**src/cans_pkg.sv**
```systemverilog
// Shared types and constants of the class aware suppression core
package cans_pkg;

   localparam int MAX_BOXES = 64;
   localparam int IDX_W     = $clog2(MAX_BOXES);
   localparam int CNT_W     = $clog2(MAX_BOXES + 1);
   localparam logic [15:0] IOU_THR_RESET = 16'd29491;

   typedef struct packed {
      logic signed [15:0] x;
      logic signed [15:0] y;
      logic [15:0]        w;
      logic [15:0]        h;
      logic [7:0]         label;
      logic [15:0]        score;
   } box_type;

   typedef struct packed {
      logic             insert;
      logic             deq;
      logic             enq;
      logic [CNT_W-1:0] count;
      logic [CNT_W-1:0] enq_pos;
      box_type          new_box;
      box_type          enq_box;
   } cell_ctl_type;

   typedef enum logic [4:0] {
      ST_LOAD  = 5'b00001,
      ST_POP   = 5'b00010,
      ST_SCAN  = 5'b00100,
      ST_DRAIN = 5'b01000,
      ST_EMIT  = 5'b10000
   } state_type;

endpackage

```
**src/cans_cell.sv**
```systemverilog
// One slot of the box chain: sorted insertion while loading, queue shift while scanning
module cans_cell
   import cans_pkg::*;
(
   input  logic             clock,
   input  logic [IDX_W-1:0] idx,
   input  cell_ctl_type     ctl,
   input  logic             take_prev,
   input  box_type          prev_box,
   input  box_type          next_box,
   output logic             take,
   output box_type          box
);

   box_type box_ff, box_in;

   // a slot past the fill takes any new box; a lower score yields to it, ties stay ahead
   assign take = (CNT_W'(idx) >= ctl.count) || (ctl.new_box.score > box_ff.score);
   assign box  = box_ff;

   always_comb begin
      box_in = box_ff;
      if (ctl.insert) begin
         if (take_prev) begin
            box_in = prev_box;
         end else if (take) begin
            box_in = ctl.new_box;
         end
      end else begin
         if (ctl.deq) begin
            box_in = next_box;
         end
         if (ctl.enq && (CNT_W'(idx) == ctl.enq_pos)) begin
            box_in = ctl.enq_box;
         end
      end
   end

   always_ff @(posedge clock) begin
      box_ff <= box_in;
   end

endmodule

```
**config.mk**
```make
export PLATFORM = sky130hd
export DESIGN_NAME = cans_cell
export DESIGN_NICKNAME = d
export VERILOG_FILES = /design/src/cans_pkg.sv /design/src/cans_cell.sv
export SDC_FILE = /design/constraint.sdc
export NUM_CORES = 1
export LEC_CHECK = 0
export BUFFER_PORTS_ARGS = -buffer_cell sky130_fd_sc_hd__clkbuf_2
export CAP_MARGIN = 20
export CORE_AREA = 2 2 179 181
export CTS_BUF_LIST = sky130_fd_sc_hd__clkbuf_8
export CTS_CLUSTER_DIAMETER = 30
export CTS_CLUSTER_SIZE = 20
export DETAILED_ROUTE_END_ITERATION = 8
export DIE_AREA = 0 0 181 183
export PLACE_DENSITY_LB_ADDON = 0.3
export SLEW_MARGIN = 25
export SYNTH_ARGS = -nofsm -noshare
export SYNTH_HDL_FRONTEND = slang
export SYNTH_SLANG_ARGS = --single-unit
```
**constraint.sdc**
```tcl
create_clock -name clock -period 17.9 [get_ports clock]
set_clock_uncertainty 0.15 [all_clocks]
set_input_delay 1.79 -clock clock [delete_from_list [all_inputs] [get_ports clock]]
set_output_delay 1.79 -clock clock [all_outputs]
set_load 0.02 [all_outputs]
```
# After elaboration in Yosys (flattened, before gate mapping)
# Cells that the tools add are included.
totals:
  wordCells: 19
  in_bits: 377
  regBits: 88
  out_inout_bits: 89
classes:
  reduce_logical: 4
  n_eq_ne: 2
  muxes: 5
  magnitude_cmp: 2
op_table:
  columns: ["op", "count"]
  rows:
  - ["two-way mux 88 bit", 5]
  - ["greater-than comparator 16 bit", 1]
  - ["equality test 6 x 7 -> 1 bit", 1]
  - [">= comparator 6 x 7 -> 1 bit", 1]
  - ["inequality test 3 x 1 -> 1 bit, second input constant", 1]
  - ["nonzero test 3 bit", 1]
  - ["AND reduction 2 bit", 1]
  - ["logical AND 1 bit", 1]
  - ["logical OR 1 bit", 1]

# Logic depth before layout (Yosys ltp)
logic_depth:
  ltp_word: 5
  mapped_depth: 8
  mapped_depth_nobuf: 7

# Least setup slack after synthesis
# OpenSTA, ideal clock, no wires.
synth_path:
  path_kind: "input to register"
  start: "in ctl[102] (netlist name)"
  end: "reg box_ff, in the netlist box[0], enable pin"
  cell_stages: 6
  setup_ns: 0.572
  n_path_buf: 0
  setup_slack_ns: 10.024
  arrival_ns: 7.154
  t_required_ns: 17.178
  cell_sequence: "ha_1 nand4_1 nor4_1 a21boi_0 o41ai_1 a22oi_1"
synth_via:
  elab_chain_cells: 4
synth_rtl:
  columns: ["item", "line", "source"]
  rows:
  - ["from (decl)", "cans_cell.sv:7", "input cell_ctl_type ctl,"]
  - ["greater-than comparator 16 bit", "cans_cell.sv:18", "assign take = (CNT_W'(idx) >= ctl.count) || (ctl.new_box.score > box_ff.score);"]
  - ["logical OR 1 bit", "cans_cell.sv:18", null]
  - ["inequality test 3 x 1 -> 1 bit (no source line)", null, null]
  - ["AND reduction 2 bit (no source line)", null, null]
  - ["to (signal assigned)", "cans_cell.sv:40", "box_ff <= box_in;"]
  - ["to (decl)", "cans_cell.sv:15", "box_type box_ff, box_in;"]
# Every way passes these cells.
# A chain may end at the register's enable or synchronous reset.

# Worst setup path after layout
layout_path:
  start: "in ctl[102] (netlist name)"
  end: "out take"
layout_via:
  elab_chain_cells: 2
layout_rtl:
  columns: ["item", "line", "source"]
  rows:
  - ["greater-than comparator 16 bit", "cans_cell.sv:18", null]
  - ["logical OR 1 bit", "cans_cell.sv:18", null]
  - ["to (decl)", "cans_cell.sv:11", "output logic take,"]
# Every way passes these cells.

==> metrics.cfg <==
[floorplan]
io_pins = 466
die-area_sq_um = 33100
rows = 65
coreArea_sq_um = 31200
die_h_um = 183
die_x_um = 181
start_util_pct = 19.5

[drt]
via_count = 5473
antenna_left = 0
drt-initial-drc-count = 120
drc_errors = 0
dr.pass1.iters = 4
drt-vias-per-instance = 4.11
wire_per_inst_um = 16.6
routed_wl_um = 22200

[clocking]
clk_pin_slew_worst_paths_ns = 0.09
clkSinkCount = 88
cts_resized = 0
post_cts_buffers = 0
clock_latency_ns = 0.37
cts_hold_buf = 0
cts-root-buf = clkbuf_8
cts_buffers = 9
cts_tree = yes
cts_buffer_depth = 2
htree_num_levels = 3

[final_layout]
design_area_sq_um = 9040
fillers = 3304
drive_above_1_share_pct = 52.4
largest_reg_flops = 88
fin_util_pct = 29.0
antenna_cells = 0
area_delta_synth_final_pct = 48.9
multiInputGateArea_sq_um = 3210
nets = 1325
regArea_sq_um = 2640

[placement]
gp_congestion = 0.791
dp_hpwl_um = 18300
io_buffers = 465
postPlaceCellArea_sq_um = 8830

[setup_path]
path_cells = clkbuf_2 -> ha_1 -> nand4_1 -> nor4_1 -> a21boi_0 -> o41ai_1 -> o211ai_1 -> clkbuf_2
crit_slowest_cell = o41ai_1
worstPathArrival_ns = 3.64
crit_fanout = 3
cp_top_family = compound AO/OA/AOI/OAI gates
critical-path-max-stage-delay_ns = 0.65
cp-end-kind = output port
startpoint_type = input pin
critPathBufInv = 2
path_common_cell = clkbuf_2
cp.required_ns = 15.96
critical_path_class = in2out

[power]
power_density_nw_per_um2 = 66.2
ir_drop_v = 0.0000267
p_leak_nw = 5.27

[synth]
synth_area_leaders = edfxtp_1, mux2i_1, ha_1
synthCells = 472
synth_flop_cell = edfxtp_1
avgSynthCellArea_sq_um = 12.9
synth.top_cell.area_share_pct = 43.5
ys_types = 29
yosysWarnings = 0
ys_seq_area_share_pct = 43.5
yosys.area.top_type = edfxtp_1
synth_edf_count = 88
synth_nets = 871
synth_most_common_cell = mux2i_1
async_flop_share_pct = 0
synthTopCellsByCount = mux2i_1, edfxtp_1, ha_1, inv_1, clkbuf_1
ys_ff_latch = 88
syn_area_sq_um = 6080

[global_routing]
grt-ovfl-total = 0
grt_pass1_wl_um = 32300
grt_pass1_vias = 5651
grt_max_degree = 51
track_usage_pct = 12.8
antenna_found_initial = 2

[timing]
period_minus_slack_ns = 5.58
max_freq_ghz = 0.179
setup_violations = 0
final_max_slew_viol_count = 0
finalCritPeriodShare_pct = 31.2
rsz0062_at_grt = false
slew_headroom_pct = 39.8
hold_viol = 0
fin_tns_setup_ns = 0
worst_pin_slew_ns = 0.902

[outcome]
outcome = finished, final reports clean

[job]
max_cap_violations = 0

[worst_hold_path]
hold_class = reg2reg

==> per-stage QoR <==
step / setup WS, ns / power (W) / instances / hold slack [ns]
after floorplan: 10.02 / 0.000364 / 472 / 1.91
after global placement: 12.32 / 0.000449 / 1317 / 1.42
after detailed placement: 12.24 / 0.000450 / 1317 / 1.46
after CTS: 12.23 / 0.000613 / 1333 / 1.49
after global routing: 12.18 / 0.000635 / 1333 / 1.50
final: 12.32 / 0.000599 / 1333 / 1.40
==> path summary, 6_finish.rpt <==
path | slack [ns] | endpoint | cells past startpoint | startpoint
worst max-delay path | 12.32 | take | 8 | ctl[102]
worst min-delay path | 1.40 | box[2] | 6 | box[0]
worst max register to register | 14.18 | box[1] | 9 | box[11]
worst min register to register | 1.40 | box[2] | 6 | box[0]
==> where the power goes <==
group,leakage (nW),total [W],switching (W),internal [W]
logic,4.27,0.000175,0.0000979,0.0000770
registers,0.884,0.000266,0.00000812,0.000258
clock network,0.112,0.000158,0.0000803,0.0000779
total,5.27,0.000599,0.000186,0.000412
==> layer usage <==
metal | track usage [%] | share of wire (%)
met1 | 14.0 | 38
met2 | 23.2 | 51
met3 | 4.57 | 9.3
met4 | 4.16 | 2.0
met5 | 0 | 0.10
==> final cells by class <==
cell class,instances,share of cell area (%)
Inverter,22,0.913
Multi-Input combinational cell,332,35.5
Clock buffer,9,1.37
Timing Repair Buffer,473,26.4
Clock inverter,7,0.982
Tap cell,402,5.56
Sequential cell,88,29.2
==> kinds of logic (layout without fill, tap and decap cells) <==
logic type	count (synthesis)	in the layout	share of synthesized area, %
adders and majority gates	22	22	4.53
AOI/OAI and AO/OA	19	19	1.98
and+or+nand+nor	21	21	1.92
xor gates and xnor gates	6	6	0.865
buffers and inverters	52	511	3.73
muxes	264	264	43.5
DFF	88	88	43.5
==> placed cells by master, fill, tap and decap left out, types with 2 or more instances in the layout <==
cell / instances
buf_4: 10
o21ai_0: 2
xor2_1: 4
clkbuf_2: 463
a21boi_0: 2
clkbuf_8: 9
ha_1: 22
edfxtp_1: 88
nand4_1: 4
mux2i_1: 264
nand2_1: 5
a21oi_1: 8
nor2_1: 3
bufinv_16: 2
inv_1: 24
xnor2_1: 2
nor2b_1: 3
o211ai_1: 2
==> worst register-to-register path: stages, from the launching register on <==
cell	delay, ns
edfxtp_1	0.39
inv_1	0.05
ha_1	0.31
nand4_1	0.15
nor4_1	0.47
a21boi_0	0.26
o41ai_1	0.16
a22oi_2	0.16
buf_4	0.52
buf_4	0.69
Power figures use the tool's default switching activity.
