==> config.mk <==
export PLATFORM = sky130hd
export DESIGN_NAME = cans_iou
export DESIGN_NICKNAME = d
export VERILOG_FILES = /design/src/cans_pkg.sv /design/src/cans_iou.sv
export SDC_FILE = /design/constraint.sdc
export NUM_CORES = 2
export LEC_CHECK = 0
export BUFFER_PORTS_ARGS = -buffer_cell sky130_fd_sc_hd__buf_2
export CAP_MARGIN = 25
export CORE_MARGIN = 2
export CORE_UTILIZATION = 26
export DETAILED_ROUTE_END_ITERATION = 8
export GPL_ROUTABILITY_DRIVEN = 0
export HOLD_SLACK_MARGIN = 0.02
export PLACE_DENSITY = 0.46
export SYNTH_ARGS = -nofsm -noshare
export SYNTH_HDL_FRONTEND = slang
export SYNTH_SLANG_ARGS = --single-unit
==> constraint.sdc <==
create_clock -name clock -period 6.95 [get_ports clock]
set_input_delay 1.39 -clock clock [delete_from_list [all_inputs] [get_ports clock]]
set_output_delay 1.39 -clock clock [all_outputs]
set_load 0.02 [all_outputs]
==> src/cans_pkg.sv <==
// Shared types and constants of the class aware suppression core
package cans_pkg;

   localparam int MAX_BOXES = 64;
   localparam int IDX_W     = $clog2(MAX_BOXES);
   localparam int CNT_W     = $clog2(MAX_BOXES + 1);
   localparam logic [15:0] IOU_THR_RESET = 16'd29491;

   typedef struct packed {
      logic signed [15:0] x;
      logic signed [15:0] y;
      logic [15:0]        w;
      logic [15:0]        h;
      logic [7:0]         label;
      logic [15:0]        score;
   } box_type;

   typedef struct packed {
      logic             insert;
      logic             deq;
      logic             enq;
      logic [CNT_W-1:0] count;
      logic [CNT_W-1:0] enq_pos;
      box_type          new_box;
      box_type          enq_box;
   } cell_ctl_type;

   typedef enum logic [4:0] {
      ST_LOAD  = 5'b00001,
      ST_POP   = 5'b00010,
      ST_SCAN  = 5'b00100,
      ST_DRAIN = 5'b01000,
      ST_EMIT  = 5'b10000
   } state_type;

endpackage

==> src/cans_iou.sv <==
// Pipelined overlap test of one box against the current pivot
module cans_iou
   import cans_pkg::*;
(
   input  logic        clock,
   input  logic        reset,
   input  logic [15:0] thr,
   input  logic        in_valid,
   input  box_type     pivot,
   input  box_type     cand,
   output logic        out_valid,
   output logic        out_keep,
   output box_type     out_box,
   output logic        busy
);

   logic s1_valid_ff, s2_valid_ff, s3_valid_ff, s4_valid_ff, s5_valid_ff;
   box_type s1_box_ff, s2_box_ff, s3_box_ff, s4_box_ff, s5_box_ff;
   logic s1_same_ff, s2_same_ff, s3_same_ff, s4_same_ff;
   logic [15:0] s1_iw_ff, s1_ih_ff, s1_aw_ff, s1_ah_ff;
   logic [31:0] s2_inter_ff, s2_aa_ff, s2_ba_ff;
   logic [31:0] s3_inter_ff, s4_inter_ff;
   logic [32:0] s3_union_ff;
   logic [32:0] s4_plo_ff;
   logic [31:0] s4_phi_ff;
   logic        s5_keep_ff;

   logic signed [17:0] ax, ay, bx, by, ar, ab, br, bb, x1, y1, x2, y2, dx, dy;
   logic [15:0] iw, ih;
   logic [48:0] lhs, rhs;

   always_comb begin
      ax = 18'(pivot.x);
      ay = 18'(pivot.y);
      bx = 18'(cand.x);
      by = 18'(cand.y);
      ar = ax + $signed({2'b00, pivot.w});
      ab = ay + $signed({2'b00, pivot.h});
      br = bx + $signed({2'b00, cand.w});
      bb = by + $signed({2'b00, cand.h});
      x1 = (ax > bx) ? ax : bx;
      y1 = (ay > by) ? ay : by;
      x2 = (ar < br) ? ar : br;
      y2 = (ab < bb) ? ab : bb;
      dx = x2 - x1;
      dy = y2 - y1;
      iw = (dx > 18'sd0) ? dx[15:0] : 16'd0;
      ih = (dy > 18'sd0) ? dy[15:0] : 16'd0;
      lhs = {1'b0, s4_inter_ff, 16'd0};
      rhs = {s4_phi_ff, 17'd0} + {16'd0, s4_plo_ff};
   end

   always_ff @(posedge clock) begin
      if (reset) begin
         s1_valid_ff <= 1'b0;
         s2_valid_ff <= 1'b0;
         s3_valid_ff <= 1'b0;
         s4_valid_ff <= 1'b0;
         s5_valid_ff <= 1'b0;
      end else begin
         s1_valid_ff <= in_valid;
         s2_valid_ff <= s1_valid_ff;
         s3_valid_ff <= s2_valid_ff;
         s4_valid_ff <= s3_valid_ff;
         s5_valid_ff <= s4_valid_ff;
      end
   end

   always_ff @(posedge clock) begin
      s1_box_ff   <= cand;
      s1_same_ff  <= (pivot.label == cand.label);
      s1_iw_ff    <= iw;
      s1_ih_ff    <= ih;
      s1_aw_ff    <= pivot.w;
      s1_ah_ff    <= pivot.h;
      s2_box_ff   <= s1_box_ff;
      s2_same_ff  <= s1_same_ff;
      s2_inter_ff <= s1_iw_ff * s1_ih_ff;
      s2_aa_ff    <= s1_aw_ff * s1_ah_ff;
      s2_ba_ff    <= s1_box_ff.w * s1_box_ff.h;
      s3_box_ff   <= s2_box_ff;
      s3_same_ff  <= s2_same_ff;
      s3_inter_ff <= s2_inter_ff;
      s3_union_ff <= {1'b0, s2_aa_ff} + {1'b0, s2_ba_ff} - {1'b0, s2_inter_ff};
      // split the threshold product into two partial products
      s4_box_ff   <= s3_box_ff;
      s4_same_ff  <= s3_same_ff;
      s4_inter_ff <= s3_inter_ff;
      s4_plo_ff   <= thr * s3_union_ff[16:0];
      s4_phi_ff   <= thr * s3_union_ff[32:17];
      s5_box_ff   <= s4_box_ff;
      s5_keep_ff  <= !(s4_same_ff && (lhs > rhs));
   end

   assign out_valid = s5_valid_ff;
   assign out_keep  = s5_keep_ff;
   assign out_box   = s5_box_ff;
   assign busy = s1_valid_ff | s2_valid_ff | s3_valid_ff | s4_valid_ff | s5_valid_ff;

endmodule

Word-level counts from Yosys, hierarchy flattened. Cells that the tools add are included.

Bits in registers: 772. Output and inout bits: 91. Word-level logic and storage cells: 84.

Add/subtract/negate cells: 9. Multipliers: 5. Magnitude comparators: 7. Equal/unequal tests: 1. Multiplexer cells: 4. Bitwise logic cells: 4. Reduce and logical (&&, ||, !) cells: 2.

Operators by type and width (number): multiplier 16 x 16 -> 32 bit (4); adder 16 x 17 -> 18 bit (4); two-way mux 18 bit (4); adder 49 x 33 -> 49 bit (1); > comparator 48 x 49 -> 1 bit (1); > comparator 18 x 1 -> 1 bit (second input constant) (2); less-than comparator 18 bit (2); subtractor 18 bit (2); adder 32 x 32 -> 33 bit (1); multiplier 16 x 17 -> 33 bit (1); subtractor 33 x 32 -> 33 bit (1); > comparator 16 bit (2); equality test 8 bit (1); OR 1 bit (4); logical AND 1 bit (1); zero test 1 bit (1).

Logic depth before layout (Yosys ltp).
Depth after elaboration: 5. Depth in mapped cells: 36.

Least setup slack after synthesis. OpenSTA, ideal clock, no wires.

Kind: input-to-reg. Start point: input port cand[24] (netlist bit). End point: register s1_ih_ff[14]. Setup time: 115 ps. Arrival time: 7370 ps. Required time: 6835 ps. Path slack: -535 ps. Stages on the path: 32. Path buffers: 1. Cells stage by stage: ha_1 inv_1 fa_1 nor2b_1 o21ai_0 a21boi_0 o21ai_0 a21oi_1 and4_1 a2111oi_0 o21ai_0 xnor2_1 ha_1 and2b_2 o21ai_0 o211ai_1 mux2i_1 buf_2 mux2i_1 ha_1 inv_1 fa_1 a21o_1 a21oi_1 o21bai_1 a21o_2 a2111oi_0 o21ai_0 o211ai_1 o21ai_0 xnor2_1 nor2_2.

Longest elaborated chain between the ends: 5.

RTL lines: start: declaration (line cans_iou.sv:10) `input box_type cand,`; adder 16 x 17 -> 18 bit * (line cans_iou.sv:40) `bb = by + $signed({2'b00, cand.h});`; less-than comparator 18 bit (line cans_iou.sv:44) `y2 = (ab < bb) ? ab : bb;`; two-way mux 18 bit * (line cans_iou.sv:44); subtractor 18 bit * (line cans_iou.sv:46) `dy = y2 - y1;`; > comparator 18 x 1 -> 1 bit (line cans_iou.sv:48) `ih = (dy > 18'sd0) ? dy[15:0] : 16'd0;`; end signal: assignment (line cans_iou.sv:73) `s1_ih_ff <= ih;`; end: declaration (line cans_iou.sv:20) `logic [15:0] s1_iw_ff, s1_ih_ff, s1_aw_ff, s1_ah_ff;`.

Mark *: on every way between the ends. The rest lies on a longest branch, timed or not. A chain may end at the register's enable or synchronous reset.

Final worst setup path.
Start point: input port pivot[24] (netlist bit). End point: register s1_ih_ff[5].

Longest elaborated chain between the ends: 5.

RTL lines: start: declaration (line cans_iou.sv:9) `input box_type pivot,`; adder 16 x 17 -> 18 bit * (line cans_iou.sv:38) `ab = ay + $signed({2'b00, pivot.h});`; less-than comparator 18 bit (line cans_iou.sv:44); two-way mux 18 bit * (line cans_iou.sv:44); subtractor 18 bit * (line cans_iou.sv:46); > comparator 18 x 1 -> 1 bit (line cans_iou.sv:48).

Marked as above.

==> impl_metrics.json <==
{
  "status": "completed",
  "num_rows": 188,
  "critPathArrivalTime_ns": 7.57,
  "max_freq_mhz": 146,
  "globalRouteOverflowTotal": 0,
  "route.vias.total": 50186,
  "start_util_pct": 26.2,
  "path_clk_slew_ns": 0.06,
  "synth.area.top_cells": "fa_1 30%, dfxtp_1 22%, ha_1 14%",
  "grt_pass1_wl_um": 319000,
  "clock_sinks": 772,
  "grt_max_degree": 23,
  "n_fill_cell": 27334,
  "final_common_cell": "inv_1",
  "period_needed_ns": 6.85,
  "die_area_mm2": 0.269,
  "worst-path-buf-inv": 4,
  "avgSynthCellArea_um2": 9.57,
  "root_buffer": "clkbuf_16",
  "fin_crit_sh_pct": 98.6,
  "synthFlopType": "dfxtp_1",
  "htree_levels": 3,
  "numCtsBuffers": 102,
  "nets": 10027,
  "place_hpwl_um": 173000,
  "synth_top_cell_by_area": "fa_1",
  "slowest_stage": "a221o_1",
  "postCtsHoldBufs": 0,
  "ios": 286,
  "synth_seq_cells": 772,
  "synth_edf_count": 0,
  "wl_um": 203000,
  "fin_worst_skew_ns": 0.0980,
  "ys_seq_area_share_pct": 22.5,
  "rsz0062_at_grt": "yes",
  "max_slew.worst_pin.slew_ns": 0.869,
  "drc": 0,
  "maxSlewViolCount": 0,
  "required_ns": 7.67,
  "grt_pass1_vias": 54456,
  "grt.total_usage_pct": 15.2,
  "critical_path.top_delay_family": "compound AO/OA/AOI/OAI gates",
  "syn-cell-area_mm2": 0.0688,
  "layout_common_cells": "1388 x inv_1, 1019 x fa_1, 922 x nand2_1",
  "mappedNetlistNets": 9167,
  "clk_latency_ns": 0.84,
  "synth-async-reset-ratio_pct": 0,
  "worst_slack_ns": 0.0980,
  "min_path_type": "reg -> reg",
  "synthCells": 7181,
  "die_y_um": 518,
  "path_max_fanout": 7,
  "viasPerCell": 4.31,
  "io_buffers": 269,
  "critPathCaptureType": "flip-flop",
  "cp-start-kind": "primary input",
  "preCtsSetupSlack_ns": -1.01,
  "first_pass_iters": 5,
  "cts_tree": "yes",
  "slowest_delay_ns": 0.40,
  "syn_to_final_growth_pct": 21.6,
  "crit_type": "in -> reg",
  "yosys_warnings": 0,
  "drv_cap": 0,
  "yosysUniqueCellTypes": 89,
  "max_slew_margin_pct": 42.0,
  "ant_nets": 0,
  "drive_above_1_share_pct": 16.3,
  "core_area_mm2": 0.263,
  "hold_viol": 0,
  "wire_per_inst_um": 17.4,
  "first_iter_violations": 2347,
  "setup_violations": 0,
  "die_w_um": 518,
  "netlist.area_leader.share_pct": 29.8,
  "clock_path_buffers": 4,
  "antenna_found_initial": 30
}
==> cell families after synthesis <==
group                      synth area share [%]
AOI/OAI and AO/OA                          7.23
buffers and inverters                      8.72
muxes                                     0.702
and+or+nand+nor                            13.4
xor gates and xnor gates                   3.65
DFF                                        22.5
adders and majority gates                  43.8
==> final cells by class <==
cell class	count	area [µm²]	area share, %
diodes	10	25.0	0.0299
clock buffers	124	2810	3.36
clock inverters	60	860	1.03
inverters	1391	5220	6.25
multi-input cells	4820	48000	57.4
flip-flops and latches	772	15500	18.5
well taps	3515	4400	5.26
repair buffers	954	6770	8.10
==> cells in the mapped netlist, types with 10 or more instances <==
cell type	instances
clkbuf_1	187
xnor2_1	204
mux2i_1	34
xor2_1	81
a21o_1	113
dfxtp_1	772
o21ai_0	137
nand2b_1	36
o21bai_1	41
and3_1	25
inv_1	1390
nand4_1	33
nor2_1	187
or2_2	15
ha_1	768
nor3_1	58
and2_1	495
nand3_1	40
a211oi_1	26
or3_1	14
mux2_2	10
a21oi_1	246
nand2_1	922
a31oi_1	20
o211ai_1	13
fa_1	1023
o21a_1	58
nor2_2	10
nor4_1	13
nor2b_1	43
==> routing by layer <==
layer | part of all wire (%) | GRT usage [%]
met2 | 47 | 25.8
met3 | 4.4 | 2.12
met5 | 0.037 | 0
met4 | 3.0 | 4.45
met1 | 45 | 20.0
==> metrics by stage <==
step           area [µm²]  util (%)  hold WS (ns)  TNS (ns)  std cells
5_1_grt             83600      31.8         0.252     -1.82      11644
3_3_place_gp        79200      30.2         0.310    -36.55      11434
3_5_place_dp        79200      30.2         0.312    -37.45      11434
6_report            83600      31.8         0.264         0      11646
2_1_floorplan       69100         -         0.310    -0.801       7181
4_1_cts             82900      31.6         0.249         0      11618
==> repair_timing <==
item                                    CTS  global route
resized for setup                         6           125
gates cloned                              0             2
setup buffers                             0            15
pin swaps                                 2            64
endpoints found under the setup margin   20            48
==> final timing paths <==
kind | start | endpoint | slack [ns] | cells after the start
setup reg to reg | s3_union_ff[19]$_DFF_P_ | s4_phi_ff[31]$_DFF_P_ | 0.33 | 24
hold / removal | s4_box_ff[41]$_DFF_P_ | out_box[41]$_DFF_P_ | 0.26 | 0
setup / recovery | pivot[24] | s1_ih_ff[5]$_SDFF_PP0_ | 0.1 | 31
hold reg to reg | s4_box_ff[41]$_DFF_P_ | out_box[41]$_DFF_P_ | 0.26 | 0
==> flip-flops by register name, summed over array words and instances, names as in the netlist, 16 cells and up <==
signal       count
out_box         88
s1_box_ff       88
s2_box_ff       88
s3_box_ff       88
s4_box_ff       88
s3_union_ff     33
s4_plo_ff       33
s2_aa_ff        32
s2_ba_ff        32
s2_inter_ff     32
s3_inter_ff     32
s4_inter_ff     32
s4_phi_ff       32
s1_ah_ff        16
s1_aw_ff        16
s1_ih_ff        16
s1_iw_ff        16
Power is left out: the tool's default activity adds up to more than one toggle a clock period on the data nets, which glitch-free logic cannot reach.
